===== config.mk =====
export PLATFORM = sky130hd
export DESIGN_NAME = flow_control_init_tracker
export DESIGN_NICKNAME = d
export VERILOG_FILES = /design/src/fcit_pkg.sv /design/src/flow_control_init_tracker.sv /design/src/fcit_core.sv
export SDC_FILE = /design/constraint.sdc
export NUM_CORES = 1
export LEC_CHECK = 0
export ABC_AREA = 1
export BUFFER_PORTS_ARGS = -buffer_cell sky130_fd_sc_hd__buf_2
export CORE_MARGIN = 5
export CORE_UTILIZATION = 45
export CTS_CLUSTER_DIAMETER = 150
export DETAILED_ROUTE_END_ITERATION = 16
export GPL_TIMING_DRIVEN = 0
export PLACE_DENSITY = 0.66
export SYNTH_ARGS = -nofsm -noshare
export SYNTH_HDL_FRONTEND = slang
export SYNTH_HIERARCHICAL = 1
export SYNTH_SLANG_ARGS = --single-unit

===== constraint.sdc =====
create_clock -name clk -period 2.9 [get_ports clk]
set_clock_uncertainty 0.15 [all_clocks]
set_input_delay 0 -clock clk [delete_from_list [all_inputs] [get_ports clk]]
set_output_delay 0 -clock clk [all_outputs]
set_load 0.03 [all_outputs]

===== src/fcit_pkg.sv =====
package fcit_pkg;

    // Number of credit-limit slots: P, NP, Cpl dedicated, then P, NP, Cpl shared.
    localparam int NUM_SLOTS = 6;
    localparam int SLOT_BITS = 3;

    // Slot code reported when a request writes no slot.
    localparam logic [SLOT_BITS-1:0] NO_SLOT = 3'd6;

    // Offset from a dedicated slot to its shared counterpart.
    localparam logic [SLOT_BITS-1:0] SHARED_OFFSET = 3'd3;

    // Width of the sideband that carries the selector fields.
    localparam int USER_BITS = 5;

    // Width of the fixed (non-credit) part of a result.
    localparam int STATUS_BITS = 11;

    // DLLP kinds.
    typedef enum logic [1:0] {
        KIND_INITFC1  = 2'd0,
        KIND_INITFC2  = 2'd1,
        KIND_UPDATEFC = 2'd2,
        KIND_OTHER    = 2'd3
    } dllp_kind_t;

    // Credit classes.
    typedef enum logic [1:0] {
        CLASS_POSTED     = 2'd0,
        CLASS_NONPOSTED  = 2'd1,
        CLASS_COMPLETION = 2'd2,
        CLASS_OTHER      = 2'd3
    } credit_class_t;

    // Selector fields of one DLLP.
    typedef struct packed {
        credit_class_t credit_class;
        logic          is_shared;
        dllp_kind_t    dllp_kind;
    } fcit_sel_t;

    // Tracker status after one DLLP.
    typedef struct packed {
        logic [SLOT_BITS-1:0] slot_written;
        logic [NUM_SLOTS-1:0] slots_valid;
        logic                 init2_done;
        logic                 init1_done;
    } fcit_status_t;

endpackage


===== src/flow_control_init_tracker.sv =====
// Flow-control initialization tracker.
// Input channel (s_*): one decoded flow-control DLLP per request. tuser carries
// the kind, the shared/dedicated flag and the credit class; tdata carries the
// header and data credit limits.
// Output channel (m_*): one result per DLLP, in order: the phase flags, the
// slot valid bits, the slot written (6 for none) and the limits now held in
// that slot (zero when no slot was written).
// The path has one input register, then the slot decode and flag update
// feeding the result register. Throughput is one DLLP per cycle while the
// receiver does not stall; the single slot write and flag compares complete
// in that one stage, so back-to-back requests see each other's updates.
// Reset clears all slot valid bits and both phase flags; stored limits are
// not cleared, since a limit is reported only for the slot just written.
// When the receiver stalls, the result register holds its request and the
// input register fills; s_tready drops only once both stages are occupied.
module flow_control_init_tracker #(
    parameter int HDR_CREDIT_BITS  = 8,
    parameter int DATA_CREDIT_BITS = 12
) (
    input  logic                                   clk,
    input  logic                                   rst_n,
    input  logic                                   s_tvalid,
    output logic                                   s_tready,
    // Fields from bit 0: hdr_credits, data_credits, zero padding.
    input  logic [((HDR_CREDIT_BITS+DATA_CREDIT_BITS+7)/8)*8-1:0] s_tdata,
    // Fields from bit 0: dllp_kind[1:0], is_shared, credit_class[1:0].
    input  logic [fcit_pkg::USER_BITS-1:0]         s_tuser,
    output logic                                   m_tvalid,
    input  logic                                   m_tready,
    // Fields from bit 0: init1_done, init2_done, slots_valid[5:0],
    // slot_written[2:0], stored_hdr, stored_data, zero padding.
    output logic [((fcit_pkg::STATUS_BITS+HDR_CREDIT_BITS+DATA_CREDIT_BITS+7)/8)*8-1:0]
                                                   m_tdata
);

    localparam int OUT_BITS = fcit_pkg::STATUS_BITS + HDR_CREDIT_BITS + DATA_CREDIT_BITS;
    localparam int OUT_W    = ((OUT_BITS + 7) / 8) * 8;

    // Input stage.
    logic                        in_valid_reg;
    fcit_pkg::fcit_sel_t         in_sel_reg;
    logic [HDR_CREDIT_BITS-1:0]  in_hdr_reg;
    logic [DATA_CREDIT_BITS-1:0] in_data_reg;

    // Result stage.
    logic                        out_valid_reg;
    fcit_pkg::fcit_status_t      out_status_reg;

    fcit_pkg::fcit_status_t      status_next;
    logic [HDR_CREDIT_BITS-1:0]  rd_hdr;
    logic [DATA_CREDIT_BITS-1:0] rd_data;
    logic                        out_free;
    logic                        advance;
    logic                        in_accept;

    // Stage handshakes.
    assign out_free  = !out_valid_reg || m_tready;
    assign advance   = in_valid_reg && out_free;
    assign s_tready  = !in_valid_reg || out_free;
    assign in_accept = s_tvalid && s_tready;

    // Input register control.
    always_ff @(posedge clk or negedge rst_n)
    begin
        if (!rst_n)
        begin
            in_valid_reg <= 1'b0;
        end
        else if (s_tready)
        begin
            in_valid_reg <= s_tvalid;
        end
    end

    // Input register payload.
    always_ff @(posedge clk)
    begin
        if (in_accept)
        begin
            in_sel_reg  <= fcit_pkg::fcit_sel_t'(s_tuser);
            in_hdr_reg  <= s_tdata[HDR_CREDIT_BITS-1:0];
            in_data_reg <= s_tdata[HDR_CREDIT_BITS+DATA_CREDIT_BITS-1:HDR_CREDIT_BITS];
        end
    end

    // Slot store and phase tracking.
    fcit_core #(
        .HDR_CREDIT_BITS  (HDR_CREDIT_BITS),
        .DATA_CREDIT_BITS (DATA_CREDIT_BITS)
    ) u_core (
        .clk          (clk),
        .rst_n        (rst_n),
        .upd          (advance),
        .sel          (in_sel_reg),
        .hdr_credits  (in_hdr_reg),
        .data_credits (in_data_reg),
        .status_next  (status_next),
        .rd_slot      (out_status_reg.slot_written),
        .rd_hdr       (rd_hdr),
        .rd_data      (rd_data)
    );

    // Result register control.
    always_ff @(posedge clk or negedge rst_n)
    begin
        if (!rst_n)
        begin
            out_valid_reg <= 1'b0;
        end
        else if (out_free)
        begin
            out_valid_reg <= in_valid_reg;
        end
    end

    // Result register payload.
    always_ff @(posedge clk)
    begin
        if (advance)
        begin
            out_status_reg <= status_next;
        end
    end

    // Result packing; limits come from the slot just written.
    assign m_tvalid = out_valid_reg;
    assign m_tdata  = OUT_W'({rd_data, rd_hdr,
                              out_status_reg.slot_written,
                              out_status_reg.slots_valid,
                              out_status_reg.init2_done,
                              out_status_reg.init1_done});

endmodule


===== src/fcit_core.sv =====
module fcit_core #(
    parameter int HDR_CREDIT_BITS  = 8,
    parameter int DATA_CREDIT_BITS = 12
) (
    input  logic                                 clk,
    input  logic                                 rst_n,
    input  logic                                 upd,
    input  fcit_pkg::fcit_sel_t                  sel,
    input  logic [HDR_CREDIT_BITS-1:0]           hdr_credits,
    input  logic [DATA_CREDIT_BITS-1:0]          data_credits,
    output fcit_pkg::fcit_status_t               status_next,
    input  logic [fcit_pkg::SLOT_BITS-1:0]       rd_slot,
    output logic [HDR_CREDIT_BITS-1:0]           rd_hdr,
    output logic [DATA_CREDIT_BITS-1:0]          rd_data
);

    // Stored limits; an entry is only read after it has been written.
    logic [HDR_CREDIT_BITS-1:0]  limit_hdr_reg  [fcit_pkg::NUM_SLOTS];
    logic [DATA_CREDIT_BITS-1:0] limit_data_reg [fcit_pkg::NUM_SLOTS];

    logic [fcit_pkg::NUM_SLOTS-1:0] valid_reg;
    logic [fcit_pkg::NUM_SLOTS-1:0] valid_next;
    logic                           init1_reg;
    logic                           init1_next;
    logic                           init2_reg;
    logic                           init2_next;

    logic                           write_en;
    logic [fcit_pkg::SLOT_BITS-1:0] slot_sel;

    // Slot decode and next tracker state for the request at the input.
    always_comb
    begin
        slot_sel = {1'b0, sel.credit_class}
                 + (sel.is_shared ? fcit_pkg::SHARED_OFFSET : '0);
        write_en = !init1_reg && (sel.credit_class != fcit_pkg::CLASS_OTHER);

        valid_next = valid_reg;
        if (write_en)
        begin
            valid_next = valid_reg
                       | (fcit_pkg::NUM_SLOTS'(1) << slot_sel);
        end

        // The last slot filled sets the first flag; the second flag needs
        // the first one already set before this request.
        init1_next = init1_reg || (&valid_next);
        init2_next = init2_reg
                  || (init1_reg && (sel.dllp_kind == fcit_pkg::KIND_INITFC2));

        status_next.init1_done   = init1_next;
        status_next.init2_done   = init2_next;
        status_next.slots_valid  = valid_next;
        status_next.slot_written = write_en ? slot_sel : fcit_pkg::NO_SLOT;
    end

    // Control state.
    always_ff @(posedge clk or negedge rst_n)
    begin
        if (!rst_n)
        begin
            valid_reg <= '0;
            init1_reg <= 1'b0;
            init2_reg <= 1'b0;
        end
        else if (upd)
        begin
            valid_reg <= valid_next;
            init1_reg <= init1_next;
            init2_reg <= init2_next;
        end
    end

    // Limit store, at most one slot written per request.
    always_ff @(posedge clk)
    begin
        if (upd && write_en)
        begin
            limit_hdr_reg[slot_sel]  <= hdr_credits;
            limit_data_reg[slot_sel] <= data_credits;
        end
    end

    // Read of the slot reported by the result stage; no slot reads as zero.
    always_comb
    begin
        if (rd_slot < fcit_pkg::NO_SLOT)
        begin
            rd_hdr  = limit_hdr_reg[rd_slot];
            rd_data = limit_data_reg[rd_slot];
        end
        else
        begin
            rd_hdr  = '0;
            rd_data = '0;
        end
    end

    // The second phase never completes ahead of the first.
    a_init2_after_init1: assert property (@(posedge clk) disable iff (!rst_n)
        init2_reg |-> init1_reg)
        else $error("second phase flag set without first phase flag");

    // The first phase flag means every slot holds a limit.
    a_init1_all_valid: assert property (@(posedge clk) disable iff (!rst_n)
        init1_reg |-> (&valid_reg))
        else $error("first phase flag set with an empty slot");

    // Once frozen, no slot is written again.
    a_frozen: assert property (@(posedge clk) disable iff (!rst_n)
        init1_reg |-> !write_en)
        else $error("slot write after limits were frozen");

    // Slot valid bits never clear outside reset.
    a_valid_sticky: assert property (@(posedge clk) disable iff (!rst_n)
        1'b1 |=> ((valid_reg & $past(valid_reg)) == $past(valid_reg)))
        else $error("slot valid bit cleared");

endmodule

==> flow_metrics.tcl <==
set metrics [dict create \
    status "finished clean" \
    drc_errors 0 \
    dp_hpwl_um 8210 \
    synth-edff-count 156 \
    portBuffers 61 \
    min-delay-start "s_tdata[7]" \
    fin_util 0.575 \
    die_w_um 128 \
    min_period_ps 2620 \
    die_area_mm2 0.0165 \
    ys_ff_latch 166 \
    wl_met2_um 6310 \
    clockRootBuffer "clkbuf_16" \
    routed_wl_um 12600 \
    drv_cap 0 \
    via_count 3743 \
    timing.rr.start "m_tvalid" \
    synth_nets 466 \
    highest_layer "met4" \
    start_kind "register" \
    antenna_left 0 \
    cpMaxStageDelayCell "nor2_2" \
    setup_viol 0 \
    cts_buffer_depth 2 \
    clock_latency_ps 430 \
    yosysWarnings 6 \
    grt_pass1_vias 3797 \
    crit_arrival_ps 2600 \
    wl_per_cell_um 17.0 \
    synth.distinct_cells 27 \
    grt_max_degree 26 \
    ioPinCount 67 \
    globalplace.congestion 0.743 \
    regArea_mm2 0.00493 \
    synth_top_area_cell "edfxtp_1" \
    die_y_um 128 \
    antenna_found_initial 0 \
    avgSynthCellArea_um2 14.7 \
    multiInputGateArea_mm2 0.00117 \
    tightest_slew_ps 1110 \
    diodes 0 \
    cts_tree "yes" \
    synth_commonest_cells "edfxtp_1 (156), nor2_1 (66), o21ai_0 (41)" \
    initial_core_util 0.457 \
    synthAdderAreaFrac 0.00515 \
    met3_length_um 671 \
    core-area_mm2 0.0138 \
    via_per_inst 5.06 \
    reg2reg_depth 4 \
    drt_first_pass_iters 5 \
    hold_end "in_hdr_reg[7]" \
    grt_use_total 0.161 \
    synth_area_leaders "edfxtp_1 (74%), dfrtp_1 (4.0%), nor2_1 (3.9%)" \
    cts_made_buffers 17 \
    yosys.cell_count.top_type "edfxtp_1" \
    synth_compound_area_frac 0.0735 \
    slew_violations 0 \
    timing.rr.end "u_core/limit_data_reg[5][1]" \
    ir_drop_mv 0.379 \
    ys_seq_area_frac 0.781 \
    endpoint_kind "register" \
    finalPower_mw 5.43 \
    h-tree-depth 4 \
    drt_first_iter_violations 401 \
    rows 43 \
    synthFlopType "edfxtp_1" \
    slew_headroom 0.257 \
    pwr_density_cell_mw_per_mm2 683 \
    p_leak_nw 2.97 \
    crit_path_max_incr_delay_ps 630 \
    wl_met1_um 5310 \
    period_share 0.903 \
    cp_max_fo 13 \
    synth-simple-area-share 0.0751 \
    gr-total-overflow 0 \
    fill_cells 1055 \
    grt_pass1_wl_um 19900 \
    synth_top_family_by_area "simple AND/OR/NAND/NOR gates" \
    syn_inst 431 \
    layoutNonFillerInstCount 740 \
    async_flop_share 0.0602 \
    synth_xor_area_frac 0 \
    drive_gt1_frac 0.245 \
    finalHoldViolations 0 \
    hp-class "input pin to register" \
    synth_area_mm2 0.00632 \
    synth.top_cell.area_share 0.742 \
    nNetsFinal 582 \
    max_freq_mhz 382 \
    hold_path_depth 2 \
    clock_sinks 166 \
    path_cells "a21oi_2, nand2_2, nor2_2, buf_8" \
    syn_to_final_growth_pct 25.9 \
    crit_required_ps 2880 \
    clk_pin_slew_ps 60 \
    crit_type "register to register" \
    crit_start "m_tvalid" \
    worst-r2r-setup-slack_ps 280 \
    grt_setup_unrepaired "false" \
    placed_cells 678 \
    tns_ps 0 \
    synth_mux_area_frac 0.0285 \
    largest_register_ffs 72 \
]
## logic make-up (layout without fill, tap and decap cells)
logic type                 Yosys count  after routing
AOI/OAI and AO/OA                   86             86
adders and majority gates            2              2
buffers and inverters               44            173
DFF                                166            166
muxes                               18             18
other                                1              1
and+or+nand+nor                    114            114
## critical path: cells and delay by family, from the launching register on
family                 cells  cell delay, ps
DFF                        1             420
AOI/OAI and AO/OA          1             610
and+or+nand+nor            2             890
buffers and inverters      1             240
## worst max-delay path by stage
stage,endpoint,slack (ps),depth (start not counted)
after floorplan,u_core/limit_data_reg[0][0],-30,3
after global placement,u_core/limit_hdr_reg[4][2],-870,3
after detailed placement,u_core/limit_data_reg[5][8],-310,4
after CTS,u_core/limit_data_reg[5][5],190,4
after global routing,u_core/limit_data_reg[5][5],100,4
final,u_core/limit_data_reg[5][1],280,4
## routing by layer
metal,global-route usage,vias to the layer above
li1,-,1800
met2,0.262,117
met4,0.0712,0
met5,0,-
met3,0.0465,24
met1,0.202,1802
## metrics by stage
step / worst slack [ps] / cell area [µm²] / hold slack, ps
after floorplan: -31.1 / 6320 / -446
after global placement: -867 / 6850 / -271
after detailed placement: -306 / 6980 / -270
after CTS: 190 / 7950 / 108
after global routing: 99.8 / 7950 / 118
final: 282 / 7950 / 126
## report_power, final
group          leakage [nW]  internal [mW]  total (mW)  switching (mW)
clock                 0.323           1.63        2.51           0.875
combinational          1.10         0.0912       0.228           0.136
sequential             1.54           2.66        2.69          0.0310
## area by class of cell
cell class | count | share of cell area
clock inverter | 13 | 0.0286
clock buffer | 19 | 0.0557
multi-input combinational | 221 | 0.148
timing repair buffer | 97 | 0.0906
tap | 180 | 0.0283
sequential | 166 | 0.621
inverter | 24 | 0.0120
buffer | 20 | 0.0167
## repair_timing
item,4_1_cts,5_1_grt
hold endpoints to repair,37,0
buffers inserted,0,0
resized for setup,1,0
endpoints found under the setup margin,105,0
hold buffers,30,0
## placed cells by master, fill, tap and decap left out, types with 2 or more instances in the layout
cell	n
a21oi_1	2
buf_1	2
buf_16	2
buf_2	66
buf_4	9
buf_6	2
buf_8	4
bufinv_16	6
clkbuf_16	17
clkbuf_2	2
clkinv_2	3
clkinv_4	2
clkinvlp_4	2
dfrtp_1	10
dlygate4sd3_1	30
edfxtp_1	156
inv_1	22
inv_4	2
mux2i_1	18
nand2_1	32
nand3_1	5
nand3_2	2
nor2_1	60
nor2_2	7
o21ai_0	41
o21ai_1	20
o22ai_1	20
or2_2	6
Power figures use the tool's default switching activity.
